===== config.mk =====
export PLATFORM = sky130hd
export DESIGN_NAME = screen_fade_alpha_controller
export DESIGN_NICKNAME = d
export VERILOG_FILES = /design/src/sfac_pkg.sv /design/src/sfac_ctrl.sv /design/src/sfac_datapath.sv /design/src/screen_fade_alpha_controller.sv
export SDC_FILE = /design/constraint.sdc
export NUM_CORES = 1
export LEC_CHECK = 0
export BUFFER_PORTS_ARGS = -buffer_cell sky130_fd_sc_hd__buf_2
export CAP_MARGIN = 10
export CELL_PAD_IN_SITES_DETAIL_PLACEMENT = 2
export CELL_PAD_IN_SITES_GLOBAL_PLACEMENT = 2
export CORE_MARGIN = 2
export CORE_UTILIZATION = 40
export CTS_BUF_LIST = sky130_fd_sc_hd__clkbuf_4 sky130_fd_sc_hd__clkbuf_8
export DETAILED_ROUTE_END_ITERATION = 7
export GPL_ROUTABILITY_DRIVEN = 0
export GPL_TIMING_DRIVEN = 0
export PLACE_DENSITY_LB_ADDON = 0.05
export SETUP_SLACK_MARGIN = 0.1
export SLEW_MARGIN = 10
export SYNTH_ARGS = -nofsm -noshare
export SYNTH_HDL_FRONTEND = slang
export SYNTH_SLANG_ARGS = --single-unit
export TNS_END_PERCENT = 100

===== constraint.sdc =====
create_clock -name clk -period 3.5 [get_ports clk]
set_input_delay 0 -clock clk [delete_from_list [all_inputs] [get_ports clk]]
set_output_delay 0 -clock clk [all_outputs]
set_load 0.005 [all_outputs]

===== src/sfac_pkg.sv =====
// ----------------------------------------------------------------------------
// sfac_pkg: shared types and constants for the screen fade alpha controller
// Beat payloads, phase and command codes, controller states and the
// command/status bundles between controller and datapath.
// ----------------------------------------------------------------------------
package sfac_pkg;

  localparam int unsigned DUR_W   = 16;
  localparam int unsigned DELAY_W = 16;
  localparam int unsigned ALPHA_W = 8;
  localparam int unsigned QUO_W   = 8;

  localparam logic [ALPHA_W-1:0] FULL_ALPHA = 8'hFF;

  typedef enum logic [1:0] {
    CMD_TICK       = 2'd0,
    CMD_FADE_IN    = 2'd1,
    CMD_FADE_OUT   = 2'd2,
    CMD_SET_STATUS = 2'd3
  } cmd_t;

  typedef enum logic [1:0] {
    PH_COVERED  = 2'd0,
    PH_CLEAR    = 2'd1,
    PH_FADE_IN  = 2'd2,
    PH_FADE_OUT = 2'd3
  } phase_t;

  typedef struct packed {
    logic [1:0]         command;
    logic [DUR_W-1:0]   duration;
    logic               target_status;
    logic [DELAY_W-1:0] delay;
  } item_t;

  typedef struct packed {
    logic [ALPHA_W-1:0] alpha;
    logic               draw;
    logic               accepted;
    logic [1:0]         fade_state;
  } result_t;

  typedef enum logic [2:0] {
    ST_IDLE,
    ST_APPLY,
    ST_DIV_INIT,
    ST_DIV,
    ST_FINISH,
    ST_EMIT
  } ctrl_state_t;

  typedef struct packed {
    logic load;
    logic apply;
    logic div_init;
    logic div_step;
    logic finish;
    logic emit;
  } ctl_cmd_t;

  typedef struct packed {
    logic fade_tick;
  } ctl_status_t;

endpackage


===== src/sfac_ctrl.sv =====
// ----------------------------------------------------------------------------
// sfac_ctrl: sequencing state machine
// Walks each beat through apply, the serial divide for fade ticks and the
// hand-off into the result register; owns the result valid flag.
// ----------------------------------------------------------------------------
module sfac_ctrl (
  input  logic                   clk,
  input  logic                   rst,
  input  logic                   item_valid,
  output logic                   item_ready,
  output logic                   result_valid,
  input  logic                   result_ready,
  output sfac_pkg::ctl_cmd_t     cmd,
  input  sfac_pkg::ctl_status_t  status
);

  localparam int unsigned STEP_W = $clog2(sfac_pkg::QUO_W);
  localparam logic [STEP_W-1:0] LAST_STEP = STEP_W'(sfac_pkg::QUO_W - 1);

  sfac_pkg::ctrl_state_t state;
  sfac_pkg::ctrl_state_t state_next;
  logic [STEP_W-1:0]     step;
  logic                  slot_free;

  assign slot_free = !result_valid || result_ready;

  always_ff @(posedge clk) begin
    if (rst) begin
      state        <= sfac_pkg::ST_IDLE;
      step         <= '0;
      result_valid <= 1'b0;
    end else begin
      state <= state_next;
      if (cmd.div_init) begin
        step <= '0;
      end else if (cmd.div_step) begin
        step <= step + 1'b1;
      end
      if (cmd.emit) begin
        result_valid <= 1'b1;
      end else if (result_ready) begin
        result_valid <= 1'b0;
      end
    end
  end

  always_comb begin
    state_next = state;
    case (state)
      sfac_pkg::ST_IDLE: begin
        if (item_valid) state_next = sfac_pkg::ST_APPLY;
      end
      sfac_pkg::ST_APPLY: begin
        state_next = status.fade_tick ? sfac_pkg::ST_DIV_INIT : sfac_pkg::ST_EMIT;
      end
      sfac_pkg::ST_DIV_INIT: begin
        state_next = sfac_pkg::ST_DIV;
      end
      sfac_pkg::ST_DIV: begin
        if (step == LAST_STEP) state_next = sfac_pkg::ST_FINISH;
      end
      sfac_pkg::ST_FINISH: begin
        state_next = sfac_pkg::ST_EMIT;
      end
      sfac_pkg::ST_EMIT: begin
        if (slot_free) state_next = sfac_pkg::ST_IDLE;
      end
      default: begin
        state_next = sfac_pkg::ST_IDLE;
      end
    endcase
  end

  always_comb begin
    item_ready   = 1'b0;
    cmd          = '0;
    case (state)
      sfac_pkg::ST_IDLE: begin
        item_ready = 1'b1;
        cmd.load   = item_valid;
      end
      sfac_pkg::ST_APPLY:    cmd.apply    = 1'b1;
      sfac_pkg::ST_DIV_INIT: cmd.div_init = 1'b1;
      sfac_pkg::ST_DIV:      cmd.div_step = 1'b1;
      sfac_pkg::ST_FINISH:   cmd.finish   = 1'b1;
      sfac_pkg::ST_EMIT:     cmd.emit     = slot_free;
      default: begin
        item_ready = 1'b0;
      end
    endcase
  end

endmodule


===== src/sfac_datapath.sv =====
// ----------------------------------------------------------------------------
// sfac_datapath: fade state, delay counter and serial ratio divider
// Holds the phase and counters, applies each command, forms
// tick*255/length one quotient bit a cycle and loads the result register.
// ----------------------------------------------------------------------------
module sfac_datapath #(
  parameter int unsigned COUNT_BITS = 16
) (
  input  logic                  clk,
  input  logic                  rst,
  input  sfac_pkg::item_t       item,
  input  sfac_pkg::ctl_cmd_t    cmd,
  output sfac_pkg::ctl_status_t status,
  output sfac_pkg::result_t     result
);

  localparam int unsigned PROD_W = COUNT_BITS + sfac_pkg::ALPHA_W;

  sfac_pkg::item_t  item_r;
  sfac_pkg::phase_t phase;
  logic             pending_phase;
  logic             delay_active;
  logic [sfac_pkg::DELAY_W-1:0] delay_count;
  logic [COUNT_BITS-1:0]        tick_count;
  logic [COUNT_BITS-1:0]        fade_length;
  logic [sfac_pkg::ALPHA_W-1:0] opacity;
  logic             draw_flag;
  logic             acc_flag;

  // divider
  logic [COUNT_BITS-1:0]      rem;
  logic [sfac_pkg::QUO_W-1:0] low_bits;
  logic [sfac_pkg::QUO_W-1:0] quo;
  logic                       sat;

  // tick-time view of the state after any pending phase change
  sfac_pkg::phase_t             ph_eff;
  logic                         delay_active_next;
  logic [sfac_pkg::DELAY_W-1:0] delay_count_next;

  logic [COUNT_BITS+sfac_pkg::DUR_W-1:0] dur_ext;
  logic [PROD_W-1:0]                     prod;
  logic [COUNT_BITS:0]                   trial;
  logic [COUNT_BITS:0]                   diff;
  logic [sfac_pkg::ALPHA_W-1:0]          ratio;
  logic [sfac_pkg::ALPHA_W-1:0]          fade_alpha;
  sfac_pkg::cmd_t                        cmd_code;
  logic                                  is_fade;

  assign cmd_code = sfac_pkg::cmd_t'(item_r.command);
  assign dur_ext  = {{COUNT_BITS{1'b0}}, item_r.duration};

  always_comb begin
    ph_eff            = phase;
    delay_active_next = delay_active;
    delay_count_next  = delay_count;
    if (delay_active) begin
      if (delay_count == '0) begin
        ph_eff            = sfac_pkg::phase_t'({1'b0, pending_phase});
        delay_active_next = 1'b0;
      end else begin
        delay_count_next = delay_count - 1'b1;
      end
    end
  end

  assign is_fade = (ph_eff == sfac_pkg::PH_FADE_IN) || (ph_eff == sfac_pkg::PH_FADE_OUT);
  assign status.fade_tick = (cmd_code == sfac_pkg::CMD_TICK) && is_fade;

  // tick*255 as (tick << 8) - tick
  assign prod  = {tick_count, {sfac_pkg::ALPHA_W{1'b0}}}
               - {{sfac_pkg::ALPHA_W{1'b0}}, tick_count};
  assign trial = {rem, low_bits[sfac_pkg::QUO_W-1]};
  assign diff  = trial - {1'b0, fade_length};

  assign ratio      = sat ? sfac_pkg::FULL_ALPHA : quo;
  assign fade_alpha = (phase == sfac_pkg::PH_FADE_IN) ? (sfac_pkg::FULL_ALPHA - ratio) : ratio;

  always_ff @(posedge clk) begin
    if (rst) begin
      phase         <= sfac_pkg::PH_COVERED;
      pending_phase <= 1'b0;
      delay_active  <= 1'b0;
      delay_count   <= '0;
      tick_count    <= '0;
      fade_length   <= '0;
      opacity       <= sfac_pkg::FULL_ALPHA;
    end else begin
      if (cmd.apply) begin
        case (cmd_code)
          sfac_pkg::CMD_TICK: begin
            delay_active <= delay_active_next;
            delay_count  <= delay_count_next;
            phase        <= ph_eff;
            if (ph_eff == sfac_pkg::PH_COVERED) begin
              opacity <= sfac_pkg::FULL_ALPHA;
            end
            if (is_fade) begin
              tick_count <= tick_count + 1'b1;
            end
          end
          sfac_pkg::CMD_FADE_IN: begin
            if (phase == sfac_pkg::PH_COVERED) begin
              phase       <= sfac_pkg::PH_FADE_IN;
              tick_count  <= '0;
              fade_length <= dur_ext[COUNT_BITS-1:0];
            end
          end
          sfac_pkg::CMD_FADE_OUT: begin
            if (phase == sfac_pkg::PH_CLEAR) begin
              phase       <= sfac_pkg::PH_FADE_OUT;
              tick_count  <= '0;
              fade_length <= dur_ext[COUNT_BITS-1:0];
            end
          end
          sfac_pkg::CMD_SET_STATUS: begin
            pending_phase <= item_r.target_status;
            delay_active  <= 1'b1;
            if (item_r.delay != '0) begin
              delay_count <= item_r.delay;
            end else begin
              phase       <= sfac_pkg::phase_t'({1'b0, item_r.target_status});
              delay_count <= '0;
            end
          end
          default: begin
            phase <= phase;
          end
        endcase
      end
      if (cmd.finish) begin
        opacity <= fade_alpha;
        if (sat) begin
          phase <= (phase == sfac_pkg::PH_FADE_IN) ? sfac_pkg::PH_CLEAR
                                                   : sfac_pkg::PH_COVERED;
        end
      end
    end
  end

  // payload and divider registers
  always_ff @(posedge clk) begin
    if (cmd.load) begin
      item_r <= item;
    end
    if (cmd.apply) begin
      acc_flag  <= ((cmd_code == sfac_pkg::CMD_FADE_IN) && (phase == sfac_pkg::PH_COVERED))
                || ((cmd_code == sfac_pkg::CMD_FADE_OUT) && (phase == sfac_pkg::PH_CLEAR));
      draw_flag <= (cmd_code == sfac_pkg::CMD_TICK) && (ph_eff == sfac_pkg::PH_COVERED);
    end
    if (cmd.div_init) begin
      // tick >= length saturates the ratio, length zero included
      sat      <= (tick_count >= fade_length);
      rem      <= prod[PROD_W-1:sfac_pkg::ALPHA_W];
      low_bits <= prod[sfac_pkg::ALPHA_W-1:0];
      quo      <= '0;
    end
    if (cmd.div_step) begin
      if (!diff[COUNT_BITS]) begin
        rem <= diff[COUNT_BITS-1:0];
      end else begin
        rem <= trial[COUNT_BITS-1:0];
      end
      low_bits <= {low_bits[sfac_pkg::QUO_W-2:0], 1'b0};
      quo      <= {quo[sfac_pkg::QUO_W-2:0], ~diff[COUNT_BITS]};
    end
    if (cmd.finish) begin
      draw_flag <= (fade_alpha != '0);
    end
    if (cmd.emit) begin
      result.alpha      <= opacity;
      result.draw       <= draw_flag;
      result.accepted   <= acc_flag;
      result.fade_state <= phase;
    end
  end

endmodule


===== src/screen_fade_alpha_controller.sv =====
// ----------------------------------------------------------------------------
// screen_fade_alpha_controller: overlay fade phase and alpha generator
// Takes one command beat at a time (tick, start fade in, start fade out,
// set status) and returns exactly one result beat for each.
//
// Channels: item_valid/item_ready/item in, result_valid/result_ready/result
// out, both plain valid/ready; a beat moves when valid and ready are high.
// Sequence: a non-fade beat passes through apply and emit after acceptance;
// a tick in a fade phase also runs divider init, the restoring divider and
// finish, the divider forming tick*255/length one quotient bit a cycle.
// Flow: one beat in flight; a new beat is taken as soon as the previous
// result is in the output register.
// Reset: synchronous, returns to the covered phase with alpha 255 and no
// delayed change armed.
// Stall: a held result keeps the output register; the next beat is still
// accepted and runs up to its hand-off, where it waits for the slot.
// ----------------------------------------------------------------------------
module screen_fade_alpha_controller #(
  parameter int unsigned COUNT_BITS = 16
) (
  input  logic               clk,
  input  logic               rst,
  input  logic               item_valid,
  output logic               item_ready,
  input  sfac_pkg::item_t    item,
  output logic               result_valid,
  input  logic               result_ready,
  output sfac_pkg::result_t  result
);

  sfac_pkg::ctl_cmd_t    cmd;
  sfac_pkg::ctl_status_t status;

  sfac_ctrl u_ctrl (
    .clk          (clk),
    .rst          (rst),
    .item_valid   (item_valid),
    .item_ready   (item_ready),
    .result_valid (result_valid),
    .result_ready (result_ready),
    .cmd          (cmd),
    .status       (status)
  );

  sfac_datapath #(
    .COUNT_BITS (COUNT_BITS)
  ) u_datapath (
    .clk    (clk),
    .rst    (rst),
    .item   (item),
    .cmd    (cmd),
    .status (status),
    .result (result)
  );

endmodule

==> out/results.ini <==
[outcome]
status=complete, no violations

[timing]
setup_viol=0
finalHoldViolCount=0
fmax_ghz=0.313
finalCriticalPeriod_ps=3190
fin_crit_sh_pct=91.2
worst_pin_slew_ps=904
finClkSkew_ps=16.8
drv_slew=0
rsz0062_at_grt=no
relSlewSlack_pct=39.7

[global_route]
grt_pass1_wl_um=44100
grt_pass1_vias=8149
gr-total-overflow=0
antenna_found_initial=0
track_usage_pct=25.7
grt_max_degree=34

[floorplan]
fp.dieH_um=149
io_pins=53
die_w_um=149
initial_utilization_pct=41.0
fp-row-count=52
dieArea_um2=22100
core-area_um2=20400

[critical_path]
cp_max_fo=10
required_ps=3700
critical_path_class=flip-flop to flip-flop
critical_path.startpoint_type=flip-flop
worstPathArrival_ps=3390
crit_end=u_datapath.rem[10]
crit_chain=inv_1 -> ha_1 -> inv_1 -> fa_2 -> a211oi_2 -> nor3_2 -> o2111ai_1 -> nand3b_1 -> xor2_4 -> buf_2 -> mux2i_1 -> mux2i_1
crit_path_max_incr_delay_ps=390
reg2reg_from=u_datapath.low_bits[7]
r2r_setup_slack_ps=310
crit_start=u_datapath.low_bits[7]
r2r_end=u_datapath.rem[10]
end_kind=flip-flop
critPathSlowestCell=edfxtp_1
ff2ff_path_depth=12

[synth]
synth_xor_area_share_pct=5.03
synth-simple-area-share_pct=18.1
synth-edff-count=81
synth_cell_types=69
ys_warn_count=0
synth_compound_area_share_pct=17.8
synth.yosys.seq_area_share_pct=45.4
synth_fp_nets=979
avgSynthCellArea_um2=9.39
muxShareOfSynthArea_pct=2.07
syn_area_um2=8350
async_flop_share_pct=0
ys_ff_latch=149
yosys.area_share.adder_pct=7.58
synth_top_family_by_area=simple AND/OR/NAND/NOR gates
synth_ff_type=edfxtp_1
syn-instance-count=890

[layout]
utilization_pct=48.3
nets=1089
drive_gt1_share_pct=11.6
instances_no_fill=1283
area_growth_pct=17.8
diodes=0
final_cell_mix=83 x nor2_1, 83 x nand2_1, 81 x edfxtp_1

[clock_tree]
clock-sinks=149
insertion_delay_ps=470
htree_levels=4
cts_buffers=17
cts_root_buf=clkbuf_8
cts.reportedPaths.clkPinSlew_ps=90
cts_tree=yes
cts_buffer_depth=2

[pwr]
intPower_w=0.00314
ir_drop_uv=256
p_seq_share_pct=43.5
switching_share_pct=33.6
power.density_nw_per_um2=481
combPwrFrac_pct=25.5
power_switching_w=0.00159
pwr-share-clk_pct=31.0
leakagePower_nw=3.68

[routing]
vias=7265
wl_um=27400
wl_per_cell_um=21.4
drtAntennaViolNets=0
first_pass_iters=4
drtIter0Drc=313
vias_per_cell=5.66
drc_errors=0

[place]
dp.cells=1212
numPortBuffers=51
dp_hpwl_um=20000

[job]
drv_cap=0

[min_path]
min_path_type=input pin to flip-flop

layout make-up:
type                       count  area, µm²
fill                        2183      10500
multi-input combinational    655       4280
sequential                   149       3790
timing repair buffer          91        658
tap                          270        338
clock buffer                  19        262
buffer                        42        180
inverter                      44        169
clock inverter                13        160
per-stage QoR:
stage / instance area [µm²] / total power, W / setup slack, ps / hold WS (ps) / TNS [ps]
after CTS: 9780 / 0.00474 / 168 / 71.3 / 0
after floorplan: 8350 / 0.00287 / 773 / 98.9 / 0
after global routing: 9840 / 0.00499 / 99.4 / 63.9 / 0
final: 9840 / 0.00473 / 306 / 94.1 / 0
after global placement: 8950 / 0.00316 / 0.0737 / 176 / 0
after detailed placement: 8970 / 0.00323 / -148 / 179 / -659
power groups by stage:
stage / Clock [W] / Sequential [W] / Combinational [W]
after floorplan: 0 / 0.00207 / 0.000794
after global placement: 0 / 0.00209 / 0.00107
after detailed placement: 0 / 0.00210 / 0.00114
after CTS: 0.00149 / 0.00206 / 0.00119
after global routing: 0.00157 / 0.00207 / 0.00135
final: 0.00147 / 0.00206 / 0.00121
state kept, by name, summed over array words and instances, names as in the netlist:
| name | count |
|---|---|
| u_datapath.pending_phase | 1 |
| u_datapath.phase | 2 |
| u_datapath.sat | 1 |
| u_datapath.tick_count | 16 |
| u_datapath.item_r | 17 |
| u_datapath.opacity | 8 |
| u_datapath.low_bits | 8 |
| u_datapath.acc_flag | 1 |
| u_datapath.dur_ext | 16 |
| u_ctrl.step | 3 |
| u_datapath.cmd_code | 2 |
| u_datapath.rem | 16 |
| u_datapath.fade_length | 16 |
| u_ctrl.state | 3 |
| u_datapath.delay_active | 1 |
| u_datapath.result | 12 |
| u_datapath.draw_flag | 1 |
| u_datapath.delay_count | 16 |
| u_datapath.quo | 8 |
| u_ctrl.result_valid | 1 |
synthesized netlist by cell type, drive strengths merged, types with 5 or more instances:
master / n / share of area [%]
nor2: 84 / 3.8
o31ai: 5 / 0.45
ha: 49 / 7.3
a21o: 13 / 1.2
nor3: 27 / 1.6
clkbuf: 36 / 1.6
xnor2: 30 / 3.1
o21bai: 5 / 0.45
nor4: 11 / 0.97
mux2i: 15 / 1.8
a22oi: 10 / 0.90
xor2: 18 / 1.9
a21oi: 79 / 4.7
nand2b: 14 / 1.0
o211ai: 6 / 0.54
nand2: 83 / 3.7
a22o: 5 / 0.52
and3: 17 / 1.3
inv: 43 / 1.9
nand4: 9 / 0.75
o22a: 6 / 0.63
dfxtp: 68 / 16
and2: 7 / 0.52
or4: 6 / 0.54
buf: 6 / 0.40
o21ai: 42 / 2.5
a211oi: 16 / 1.4
edfxtp: 81 / 29
nor2b: 8 / 0.60
nand3: 26 / 1.6
worst max-delay path: cells and delay by family, from the launching register on:
kind	cells	cell delay, ps
AO/OA/AOI/OAI	2	540
XOR/XNOR	1	280
adder cells (fa/ha/maj)	2	570
buffers and inverters	3	480
flip-flops	1	390
multiplexers	2	320
AND/OR/NAND/NOR	2	340
how the worst min path moves through the flow:
stage | slack [ps] | from | end | depth (start not counted)
floorplan | 100 | item[33] | u_datapath.cmd_code[0] | 0
global placement | 180 | item[15] | u_datapath.item_r[15] | 1
detailed placement | 180 | item[4] | u_datapath.item_r[4] | 1
CTS | 70 | item_valid | u_datapath.dur_ext[15] | 2
global route | 60 | item_valid | u_datapath.dur_ext[15] | 2
finish | 90 | item_valid | u_datapath.dur_ext[15] | 2
routing by layer:
metal / track usage [%] / part of all wire, %
met1: 31.7 / 43
met2: 46.0 / 51
met3: 4.66 / 3.3
met4: 7.62 / 2.0
met5: 0 / 0
kinds of logic (layout without fill, tap and decap cells):
| kind of cell | Yosys count | in the layout |
|---|---|---|
| and+or+nand+nor | 311 | 311 |
| buffers and inverters | 86 | 209 |
| xor gates and xnor gates | 48 | 48 |
| AOI/OAI and AO/OA | 229 | 229 |
| adders and majority gates | 50 | 50 |
| muxes | 17 | 17 |
| DFF | 149 | 149 |
what timing repair did:
action,4_1_cts,5_1_grt
endpoints found under the setup margin,26,19
buffers inserted,0,3
hold buffers,36,0
pin swaps,0,4
gates resized for setup,6,9
hold endpoints to repair,36,0
Note: power is estimated with default switching activity, not from simulation.
